$ cat config.mk
export PLATFORM = sky130hd
export DESIGN_NAME = keypad_countdown_timer
export DESIGN_NICKNAME = d
export VERILOG_FILES = /design/src/kct_pkg.sv /design/src/kct_bcd_conv.sv /design/src/kct_core.sv /design/src/kct_out_buf.sv /design/src/keypad_countdown_timer.sv
export VERILOG_INCLUDE_DIRS = /design/src /design/src/src
export SDC_FILE = /design/constraint.sdc
export NUM_CORES = 2
export LEC_CHECK = 0
export BUFFER_PORTS_ARGS = -buffer_cell sky130_fd_sc_hd__buf_2
export CORE_MARGIN = 5
export CORE_UTILIZATION = 54
export DETAILED_ROUTE_END_ITERATION = 8
export GPL_TIMING_DRIVEN = 0
export PLACE_DENSITY = 0.71
export REMOVE_ABC_BUFFERS = 1
export SLEW_MARGIN = 0
export SYNTH_ARGS = -nofsm -noshare
export SYNTH_HDL_FRONTEND = slang
export SYNTH_SLANG_ARGS = --single-unit
$ cat constraint.sdc
create_clock -name clk_i -period 23.7 [get_ports clk_i]
set_clock_uncertainty 0.1 [all_clocks]
set_input_delay 4.74 -clock clk_i [delete_from_list [all_inputs] [get_ports clk_i]]
set_output_delay 4.74 -clock clk_i [all_outputs]
set_load 0.01 [all_outputs]
$ cat src/keypad_countdown_timer_macros.svh
// ----------------------------------------------------------------------------
// keypad countdown timer assertion macros
// concurrent assertion wrappers shared by the timer rtl
// ----------------------------------------------------------------------------
`ifndef KEYPAD_COUNTDOWN_TIMER_MACROS_SVH
`define KEYPAD_COUNTDOWN_TIMER_MACROS_SVH

// consequent checked in the same cycle
`define KCT_ASSERT_SAME(lbl, clk, rst_n, ante, cons, msg) \
  lbl: assert property (@(posedge clk) disable iff (!rst_n) (ante) |-> (cons)) \
    else $error(msg);

// consequent checked in the next cycle
`define KCT_ASSERT_NEXT(lbl, clk, rst_n, ante, cons, msg) \
  lbl: assert property (@(posedge clk) disable iff (!rst_n) (ante) |=> (cons)) \
    else $error(msg);

`endif

$ cat src/kct_pkg.sv
// ----------------------------------------------------------------------------
// kct_pkg
// types, constants and helper functions of the keypad countdown timer
// ----------------------------------------------------------------------------
package kct_pkg;

  localparam logic [7:0] KEY_NONE  = 8'd255;
  localparam logic [7:0] KEY_ENTER = 8'd10;
  localparam logic [7:0] KEY_START = 8'd11;
  localparam logic [7:0] KEY_LOW   = 8'd12;
  localparam logic [7:0] KEY_MID   = 8'd13;
  localparam logic [7:0] KEY_HIGH  = 8'd14;
  localparam logic [7:0] KEY_CLEAR = 8'd15;

  localparam logic [7:0] SEG_L = 8'h38;

  localparam logic [7:0] RST_COUNT_PERIOD = 8'd19;
  localparam logic [7:0] RST_DEBOUNCE     = 8'd2;
  localparam logic [7:0] RST_LEVEL_LOW    = 8'h50;
  localparam logic [7:0] RST_LEVEL_MID    = 8'hA0;
  localparam logic [7:0] RST_LEVEL_HIGH   = 8'hFF;

  localparam int unsigned NUM_DIGITS = 6;
  localparam int unsigned BCD_DIGITS = 5;
  localparam int unsigned BIN_W      = 16;

  typedef enum logic [2:0] {
    CFG_COUNT_PERIOD = 3'd0,
    CFG_DEBOUNCE     = 3'd1,
    CFG_LEVEL_LOW    = 3'd2,
    CFG_LEVEL_MID    = 3'd3,
    CFG_LEVEL_HIGH   = 3'd4
  } kct_cfg_idx_e;

  typedef logic [BCD_DIGITS-1:0][3:0] kct_bcd_t;

  typedef struct packed {
    logic [7:0] count_period;
    logic [7:0] debounce;
    logic [7:0] level_low;
    logic [7:0] level_mid;
    logic [7:0] level_high;
  } kct_cfg_t;

  typedef struct packed {
    logic [NUM_DIGITS-1:0][7:0] segs;
    logic [7:0]                 dac;
    logic [BIN_W-1:0]           remaining;
    logic                       running;
  } kct_result_t;

  function automatic logic [7:0] seg_of(input logic [3:0] d);
    logic [7:0] s;
    case (d)
      4'd0:    s = 8'h3F;
      4'd1:    s = 8'h06;
      4'd2:    s = 8'h5B;
      4'd3:    s = 8'h4F;
      4'd4:    s = 8'h66;
      4'd5:    s = 8'h6D;
      4'd6:    s = 8'h7D;
      4'd7:    s = 8'h07;
      4'd8:    s = 8'h7F;
      4'd9:    s = 8'h6F;
      default: s = 8'h00;
    endcase
    return s;
  endfunction

endpackage

$ cat src/kct_bcd_conv.sv
// ----------------------------------------------------------------------------
// kct_bcd_conv
// combinational binary to bcd split by constant reciprocal multiplication
// ----------------------------------------------------------------------------
module kct_bcd_conv (
  input  logic [kct_pkg::BIN_W-1:0] value_i,
  output kct_pkg::kct_bcd_t         bcd_o
);
  import kct_pkg::*;

  localparam int unsigned PROD_W = 33;

  // reciprocals rounded up, exact for every 16-bit value
  localparam logic [PROD_W-1:0] RCP_10    = 33'd52429;
  localparam logic [PROD_W-1:0] RCP_100   = 33'd83887;
  localparam logic [PROD_W-1:0] RCP_1000  = 33'd67109;
  localparam logic [PROD_W-1:0] RCP_10000 = 33'd107375;

  logic [13:0] q_10;
  logic [9:0]  q_100;
  logic [6:0]  q_1000;
  logic [2:0]  q_10000;

  assign q_10    = 14'((PROD_W'(value_i) * RCP_10) >> 19);
  assign q_100   = 10'((PROD_W'(value_i) * RCP_100) >> 23);
  assign q_1000  = 7'((PROD_W'(value_i) * RCP_1000) >> 26);
  assign q_10000 = 3'((PROD_W'(value_i) * RCP_10000) >> 30);

  assign bcd_o[0] = 4'(value_i - {2'd0, q_10} * 16'd10);
  assign bcd_o[1] = 4'(q_10 - {4'd0, q_100} * 14'd10);
  assign bcd_o[2] = 4'(q_100 - {3'd0, q_1000} * 10'd10);
  assign bcd_o[3] = 4'(q_1000 - {4'd0, q_10000} * 7'd10);
  assign bcd_o[4] = {1'b0, q_10000};

endmodule

$ cat src/kct_core.sv
// ----------------------------------------------------------------------------
// kct_core
// timer state: key debounce and decode, digit entry, prescaler and countdown
// ----------------------------------------------------------------------------
module kct_core (
  input  logic                 clk_i,
  input  logic                 rst_ni,
  input  logic                 accept_i,
  input  logic                 kind_i,
  input  logic [7:0]           key_code_i,
  input  kct_pkg::kct_cfg_t    cfg_i,
  output kct_pkg::kct_result_t result_o
);
  import kct_pkg::*;

  logic [7:0]                 cur_key_q, cur_key_d;
  logic [7:0]                 hold_q, hold_d;
  logic [7:0]                 acc_key_q, acc_key_d;
  logic [7:0]                 pre_q, pre_d;
  logic [BIN_W-1:0]           count_q, count_d;
  logic                       armed_q, armed_d;
  logic                       closed_q, closed_d;
  logic [NUM_DIGITS-1:0][7:0] segs_q, segs_d;
  logic [7:0]                 dac_q, dac_d;
  logic [BIN_W-1:0]           step_val;
  kct_bcd_t                   step_bcd;
  logic                       nz;

  // armed means entry is closed, so an item that steps never changes the count first
  assign step_val = count_q - BIN_W'(1);

  kct_bcd_conv u_bcd_conv (
    .value_i (step_val),
    .bcd_o   (step_bcd)
  );

  always_comb begin
    cur_key_d  = cur_key_q;
    hold_d     = hold_q;
    acc_key_d  = acc_key_q;
    pre_d      = pre_q;
    count_d    = count_q;
    armed_d    = armed_q;
    closed_d   = closed_q;
    segs_d     = segs_q;
    dac_d      = dac_q;
    nz         = 1'b0;
    if (accept_i) begin
      if (!kind_i) begin
        if (cur_key_q != KEY_NONE) begin
          if (hold_q != 8'hFF) begin
            hold_d = hold_q + 8'd1;
          end
        end else begin
          hold_d = '0;
        end
        if (pre_q != 8'd0 && pre_q != 8'hFF) begin
          pre_d = pre_q + 8'd1;
        end
      end else begin
        cur_key_d = key_code_i;
        if (hold_q > cfg_i.debounce && key_code_i != KEY_NONE && key_code_i != acc_key_q) begin
          if (key_code_i >= KEY_START && key_code_i <= KEY_CLEAR) begin
            acc_key_d = key_code_i;
            case (key_code_i)
              KEY_START: begin
                pre_d = (segs_q[NUM_DIGITS-1] == SEG_L) ? 8'd1 : 8'd0;
              end
              KEY_LOW:  dac_d = cfg_i.level_low;
              KEY_MID:  dac_d = cfg_i.level_mid;
              KEY_HIGH: dac_d = cfg_i.level_high;
              KEY_CLEAR: begin
                dac_d    = '0;
                count_d  = '0;
                closed_d = 1'b0;
                pre_d    = '0;
                armed_d  = 1'b0;
                segs_d   = '0;
              end
              default: ;
            endcase
          end else if (!closed_q) begin
            if (segs_q[NUM_DIGITS-1] != SEG_L) begin
              for (int j = 0; j < NUM_DIGITS - 1; j++) begin
                segs_d[j] = segs_q[j+1];
              end
            end
            if (key_code_i < KEY_ENTER) begin
              segs_d[NUM_DIGITS-1] = seg_of(key_code_i[3:0]);
              count_d              = count_q * 16'd10 + {8'd0, key_code_i};
            end else if (key_code_i == KEY_ENTER) begin
              segs_d[NUM_DIGITS-1] = SEG_L;
              armed_d              = 1'b1;
              closed_d             = 1'b1;
            end
            acc_key_d = key_code_i;
          end
        end
      end
      if (armed_d) begin
        if (count_d == '0) begin
          pre_d = '0;
        end else if (pre_d > cfg_i.count_period) begin
          pre_d   = 8'd1;
          count_d = step_val;
          for (int j = 0; j < BCD_DIGITS; j++) begin
            nz = nz | (step_bcd[BCD_DIGITS-1-j] != 4'd0);
            segs_d[j] = (nz || j == BCD_DIGITS - 1) ? seg_of(step_bcd[BCD_DIGITS-1-j]) : 8'd0;
          end
          if (count_d == '0) begin
            dac_d = '0;
          end
        end
      end
    end
  end

  always_ff @(posedge clk_i or negedge rst_ni) begin
    if (!rst_ni) begin
      cur_key_q <= KEY_NONE;
      hold_q    <= '0;
      acc_key_q <= KEY_NONE;
      pre_q     <= '0;
      count_q   <= '0;
      armed_q   <= 1'b0;
      closed_q  <= 1'b0;
      segs_q    <= '0;
      dac_q     <= '0;
    end else begin
      cur_key_q <= cur_key_d;
      hold_q    <= hold_d;
      acc_key_q <= acc_key_d;
      pre_q     <= pre_d;
      count_q   <= count_d;
      armed_q   <= armed_d;
      closed_q  <= closed_d;
      segs_q    <= segs_d;
      dac_q     <= dac_d;
    end
  end

  assign result_o.segs      = segs_d;
  assign result_o.dac       = dac_d;
  assign result_o.remaining = count_d;
  assign result_o.running   = (pre_d != 8'd0);

endmodule

$ cat src/kct_out_buf.sv
// ----------------------------------------------------------------------------
// kct_out_buf
// two-entry result buffer between the timer state and the output channel
// ----------------------------------------------------------------------------
module kct_out_buf (
  input  logic                 clk_i,
  input  logic                 rst_ni,
  input  logic                 push_i,
  input  kct_pkg::kct_result_t data_i,
  output logic                 full_o,
  output logic                 out_valid_o,
  input  logic                 out_stall_i,
  output kct_pkg::kct_result_t data_o
);
  import kct_pkg::*;

  kct_result_t mem_q [2];
  logic [1:0]  cnt_q, cnt_d;
  logic        wr_q, rd_q;
  logic        pop;

  assign out_valid_o = (cnt_q != 2'd0);
  assign full_o      = (cnt_q == 2'd2);
  assign pop         = out_valid_o && !out_stall_i;
  assign data_o      = mem_q[rd_q];

  always_comb begin
    cnt_d = cnt_q;
    if (push_i && !pop) begin
      cnt_d = cnt_q + 2'd1;
    end else if (pop && !push_i) begin
      cnt_d = cnt_q - 2'd1;
    end
  end

  always_ff @(posedge clk_i or negedge rst_ni) begin
    if (!rst_ni) begin
      cnt_q <= '0;
      wr_q  <= 1'b0;
      rd_q  <= 1'b0;
    end else begin
      cnt_q <= cnt_d;
      if (push_i) begin
        wr_q <= ~wr_q;
      end
      if (pop) begin
        rd_q <= ~rd_q;
      end
    end
  end

  always_ff @(posedge clk_i) begin
    if (push_i) begin
      mem_q[wr_q] <= data_i;
    end
  end

endmodule

$ cat src/keypad_countdown_timer.sv
// ----------------------------------------------------------------------------
// keypad_countdown_timer
// keypad-set countdown timer with seven-segment digits and a dac level
// ----------------------------------------------------------------------------
// One item (tick or key scan) is taken per clock and fully processed in that
// cycle, including the decimal digits of the count during countdown; its
// result is registered in a two-entry output buffer and offered on the output
// channel after any older results in it are taken. Items can follow back to
// back; the input stalls only while both buffer entries hold results that the
// output side has not yet taken.
`include "keypad_countdown_timer_macros.svh"

module keypad_countdown_timer (
  input  logic       clk_i,
  input  logic       rst_ni,
  input  logic       cfg_we_i,
  input  logic [2:0] cfg_idx_i,
  input  logic [7:0] cfg_wdata_i,
  input  logic       in_valid_i,
  output logic       in_stall_o,
  input  logic       kind_i,
  input  logic [7:0] key_code_i,
  output logic       out_valid_o,
  input  logic       out_stall_i,
  output logic [7:0] seg_d0_o,
  output logic [7:0] seg_d1_o,
  output logic [7:0] seg_d2_o,
  output logic [7:0] seg_d3_o,
  output logic [7:0] seg_d4_o,
  output logic [7:0] seg_d5_o,
  output logic [7:0] dac_level_o,
  output logic [15:0] remaining_o,
  output logic       running_o
);
  import kct_pkg::*;

  kct_cfg_t      cfg_q;
  kct_result_t   result, out_data;
  logic          buf_full;
  logic          in_accept;

  always_ff @(posedge clk_i or negedge rst_ni) begin
    if (!rst_ni) begin
      cfg_q.count_period <= RST_COUNT_PERIOD;
      cfg_q.debounce     <= RST_DEBOUNCE;
      cfg_q.level_low    <= RST_LEVEL_LOW;
      cfg_q.level_mid    <= RST_LEVEL_MID;
      cfg_q.level_high   <= RST_LEVEL_HIGH;
    end else if (cfg_we_i) begin
      case (kct_cfg_idx_e'(cfg_idx_i))
        CFG_COUNT_PERIOD: cfg_q.count_period <= cfg_wdata_i;
        CFG_DEBOUNCE:     cfg_q.debounce     <= cfg_wdata_i;
        CFG_LEVEL_LOW:    cfg_q.level_low    <= cfg_wdata_i;
        CFG_LEVEL_MID:    cfg_q.level_mid    <= cfg_wdata_i;
        CFG_LEVEL_HIGH:   cfg_q.level_high   <= cfg_wdata_i;
        default: ;
      endcase
    end
  end

  assign in_stall_o = buf_full;
  assign in_accept  = in_valid_i && !in_stall_o;

  kct_core u_core (
    .clk_i      (clk_i),
    .rst_ni     (rst_ni),
    .accept_i   (in_accept),
    .kind_i     (kind_i),
    .key_code_i (key_code_i),
    .cfg_i      (cfg_q),
    .result_o   (result)
  );

  kct_out_buf u_out_buf (
    .clk_i       (clk_i),
    .rst_ni      (rst_ni),
    .push_i      (in_accept),
    .data_i      (result),
    .full_o      (buf_full),
    .out_valid_o (out_valid_o),
    .out_stall_i (out_stall_i),
    .data_o      (out_data)
  );

  assign seg_d0_o    = out_data.segs[0];
  assign seg_d1_o    = out_data.segs[1];
  assign seg_d2_o    = out_data.segs[2];
  assign seg_d3_o    = out_data.segs[3];
  assign seg_d4_o    = out_data.segs[4];
  assign seg_d5_o    = out_data.segs[5];
  assign dac_level_o = out_data.dac;
  assign remaining_o = out_data.remaining;
  assign running_o   = out_data.running;

  // assertions
  `KCT_ASSERT_SAME(a_stall_when_full, clk_i, rst_ni, buf_full, in_stall_o, "input transfer while buffer full")
  `KCT_ASSERT_NEXT(a_result_follows, clk_i, rst_ni, in_accept, out_valid_o, "input transfer left no result")
  `KCT_ASSERT_NEXT(a_out_held, clk_i, rst_ni, out_valid_o && out_stall_i, out_valid_o && $stable(out_data), "stalled result changed")

endmodule
==> reports/results.tsv <==
metric	value	unit
status	completed	
GRT overflow	0	
commonest non-fill, non-tap cell in the layout	inv_1	
sequential power share	29.0	%
via count	21000	
EDFF count, synth	146	
htree depth	1	
Slew Limit Headroom	3.74	%
Yosys warning total	0	
Pleak	0.0161	uW
Num CTS Buffers	28	
vias in the first global route	22100	
power density cells	75.8	nW/um2
hold-fix buffer count after cts	0	
row cnt	86	
initial DRC count	1587	
initial antenna violation count	0	
ys flop type	edfxtp_1	
switching share of power	41.3	%
core box area	55000	um2
Max Slew Vio Count	0	
Synth Area in Simple Gates	7.83	%
Initial Util	54.5	%
max frequency	70.6	MHz
DRT antenna net count	0	
vias per std cell	5.76	
most frequent CP cell	xnor2_1	
Seq cells post-synth	296	
clk_lat worst skew	0.58	ns
Finished Layout Cells	3639	
Area Growth Syn to Fin	8.23	%
CP endpoint kind	flip-flop	
Filler cells	4536	
Synth Area in XOR/XNOR	2.93	%
largest family of logic cells by synthesized area	adder cells	
Die Y	246	um
Comb pwr share	53.7	%
CTS tree	done	
kind of critical path	reg -> reg	
Worst Hold Depth	2	
Worst R2R Path Depth	39	
GP Congestion	0.962	
Critical Path RT	23.85	ns
die span in x	246	um
total wire length	76300	um
final clock period utilization by the worst path	59.8	%
syn avg cell area	10.8	um2
FF-to-FF Start	u_core.count_q[0]	
Yosys cell types	91	
Adder-Cell Fraction of Synth Area	39.8	%
placed insts	3586	
Slowest-stage cell, CP	o311ai_2	
Reg clk slew, reported paths	0.06	ns
CTS Sinks	296	
CP max stage delay	0.89	ns
worst-case hold path end point	u_core.armed_q	
Worst Path Arrival	14.31	ns
CTS root buffer	clkbuf_16	
CTS max path bufs	3	
die area	60300	um2
setup TNS	0	ns
Tot GR Track Use	25.5	%
switching power total	1010	uW
postcts setup bufs	0	
HPWL after DPL	60600	um
Slew @ Worst Pin	1.44	ns
synthesized cell area	30000	um2
ant diodes	0	
most frequent cells in the layout	548 x inv_1, 471 x ha_1, 302 x fa_1, 146 x edfxtp_1, 128 x nand2_1	
worst vdd ir	0.0887	mV
Mapped Cells	2777	
min-delay src	u_core.armed_q	
largest net degree at the start of global routing	81	
minimum clock period	14.17	ns
fraction of layout cells with a size suffix above 1	12.1	%
Post-CTS Resized	0	
Max Cap Viol	0	
worst r2r dst	u_out_buf.mem_q[0][52]	
fin nets	3667	
internal cell power	1440	uW
DR pass1 iterations	5	
Routed WL per cell	21.0	um
# setup viols final	0	
Final Hold Fails	0	
DRC violations left	0	
Synth Area in Compound Gates	9.64	%
worst hold path class	reg -> reg	
post-synthesis sequential area ratio	27.3	%
IO Pins	100	
input/output buffers	99	
worst-path maximum fanout	20	
mux cell area share after synthesis	4.69	%
Startpoint Class	flip-flop	
global-route wire length before repair	122000	um
Clk pwr share	17.3	%
r2r setup slk	9.53	ns
RSZ-0062 raised after global routing	no	
FFs w/ async S/R, synth	50.7	%
synth_stat cells, types with 35 or more instances:
cell,number,area share [%]
a21oi_1,85,1.4
clkbuf_1,35,0.44
dfrtp_1,118,9.9
edfxtp_1,146,15
fa_1,302,20
ha_1,471,20
inv_1,548,6.9
mux2_2,115,4.3
nand2_1,129,1.6
nand3_1,36,0.60
nand4_1,36,0.75
nor2_1,84,1.1
nor3_1,35,0.58
o21ai_0,101,1.7
xnor2_1,68,2.0
layout make-up:
cell class / count / area [um2] / share of cell area, %
clock buffer: 40 / 787 / 2.43
clock inverter: 12 / 76.3 / 0.235
inverter: 550 / 2060 / 6.37
multi-input combinational: 1875 / 19500 / 60.3
sequential: 296 / 8180 / 25.2
tap: 748 / 936 / 2.89
timing repair buffer: 118 / 842 / 2.60
per-stage QoR:
step / utilization [%] / hold slack (ns) / total power [uW] / instance area [um2] / setup slack [ns]
3_5_place_dp: 57.4 / 0.368 / 2040 / 31600 / 9.77
6_report: 59.0 / 0.384 / 2460 / 32400 / 9.53
2_1_floorplan: - / 0.346 / 1630 / 29700 / 11.56
5_1_grt: 59.0 / 0.400 / 2680 / 32400 / 8.65
4_1_cts: 59.0 / 0.382 / 2480 / 32400 / 9.61
3_3_place_gp: 56.6 / 0.361 / 1980 / 31100 / 7.05
routing by layer:
metal	global-route usage [%]	vias up	share of wire (%)
li1	-	9644	-
met1	34.6	10500	43
met2	43.2	708	48
met3	3.77	117	6.5
met4	7.15	0	3.0
met5	0	-	0
registers in the layout, indices dropped and copies added, names as in the netlist:
signal / cells
u_out_buf.mem_q: 146
u_core.segs_q: 48
cfg_q: 40
u_core.count_q: 16
u_core.acc_key_q: 8
u_core.cur_key_q: 8
u_core.dac_q: 8
u_core.hold_q: 8
u_core.pre_q: 8
u_out_buf.cnt_q: 2
u_core.armed_q: 1
u_core.closed_q: 1
u_out_buf.rd_q: 1
u_out_buf.wr_q: 1
critical path: cells and delay by family (launching register included):
family	cells	cell delay, ns
xor+xnor	9	2.18
simple gates	8	1.96
buf+inv	5	1.32
compound gates	7	2.50
flops	1	0.84
fa+ha+maj	10	4.88
cell families after synthesis:
family | count (synthesis)
buf+inv | 606
compound gates | 423
xor+xnor | 96
simple gates | 457
mux | 126
flops | 296
fa+ha+maj | 773
how the worst max path moves through the flow:
stage / from / end / slack, ns / depth (start not counted)
CTS: u_core.count_q[0] / u_out_buf.mem_q[0][52] / 9.61 / 39
finish: u_core.count_q[0] / u_out_buf.mem_q[0][52] / 9.53 / 39
detailed placement: u_core.count_q[0] / u_out_buf.mem_q[0][52] / 9.77 / 39
global route: u_core.count_q[0] / u_out_buf.mem_q[0][52] / 8.65 / 39
floorplan: u_core.count_q[0] / u_out_buf.mem_q[0][49] / 11.56 / 39
global placement: u_core.count_q[0] / u_out_buf.mem_q[0][52] / 7.05 / 39
power groups by stage:
stage | Sequential [uW] | Combinational [uW] | Clock [uW]
CTS | 713 | 1330 | 433
floorplan | 716 | 919 | 0
detailed placement | 723 | 1320 | 0
finish | 713 | 1320 | 426
global placement | 740 | 1240 | 0
global route | 724 | 1500 | 452
Power figures use the tool's default switching activity.
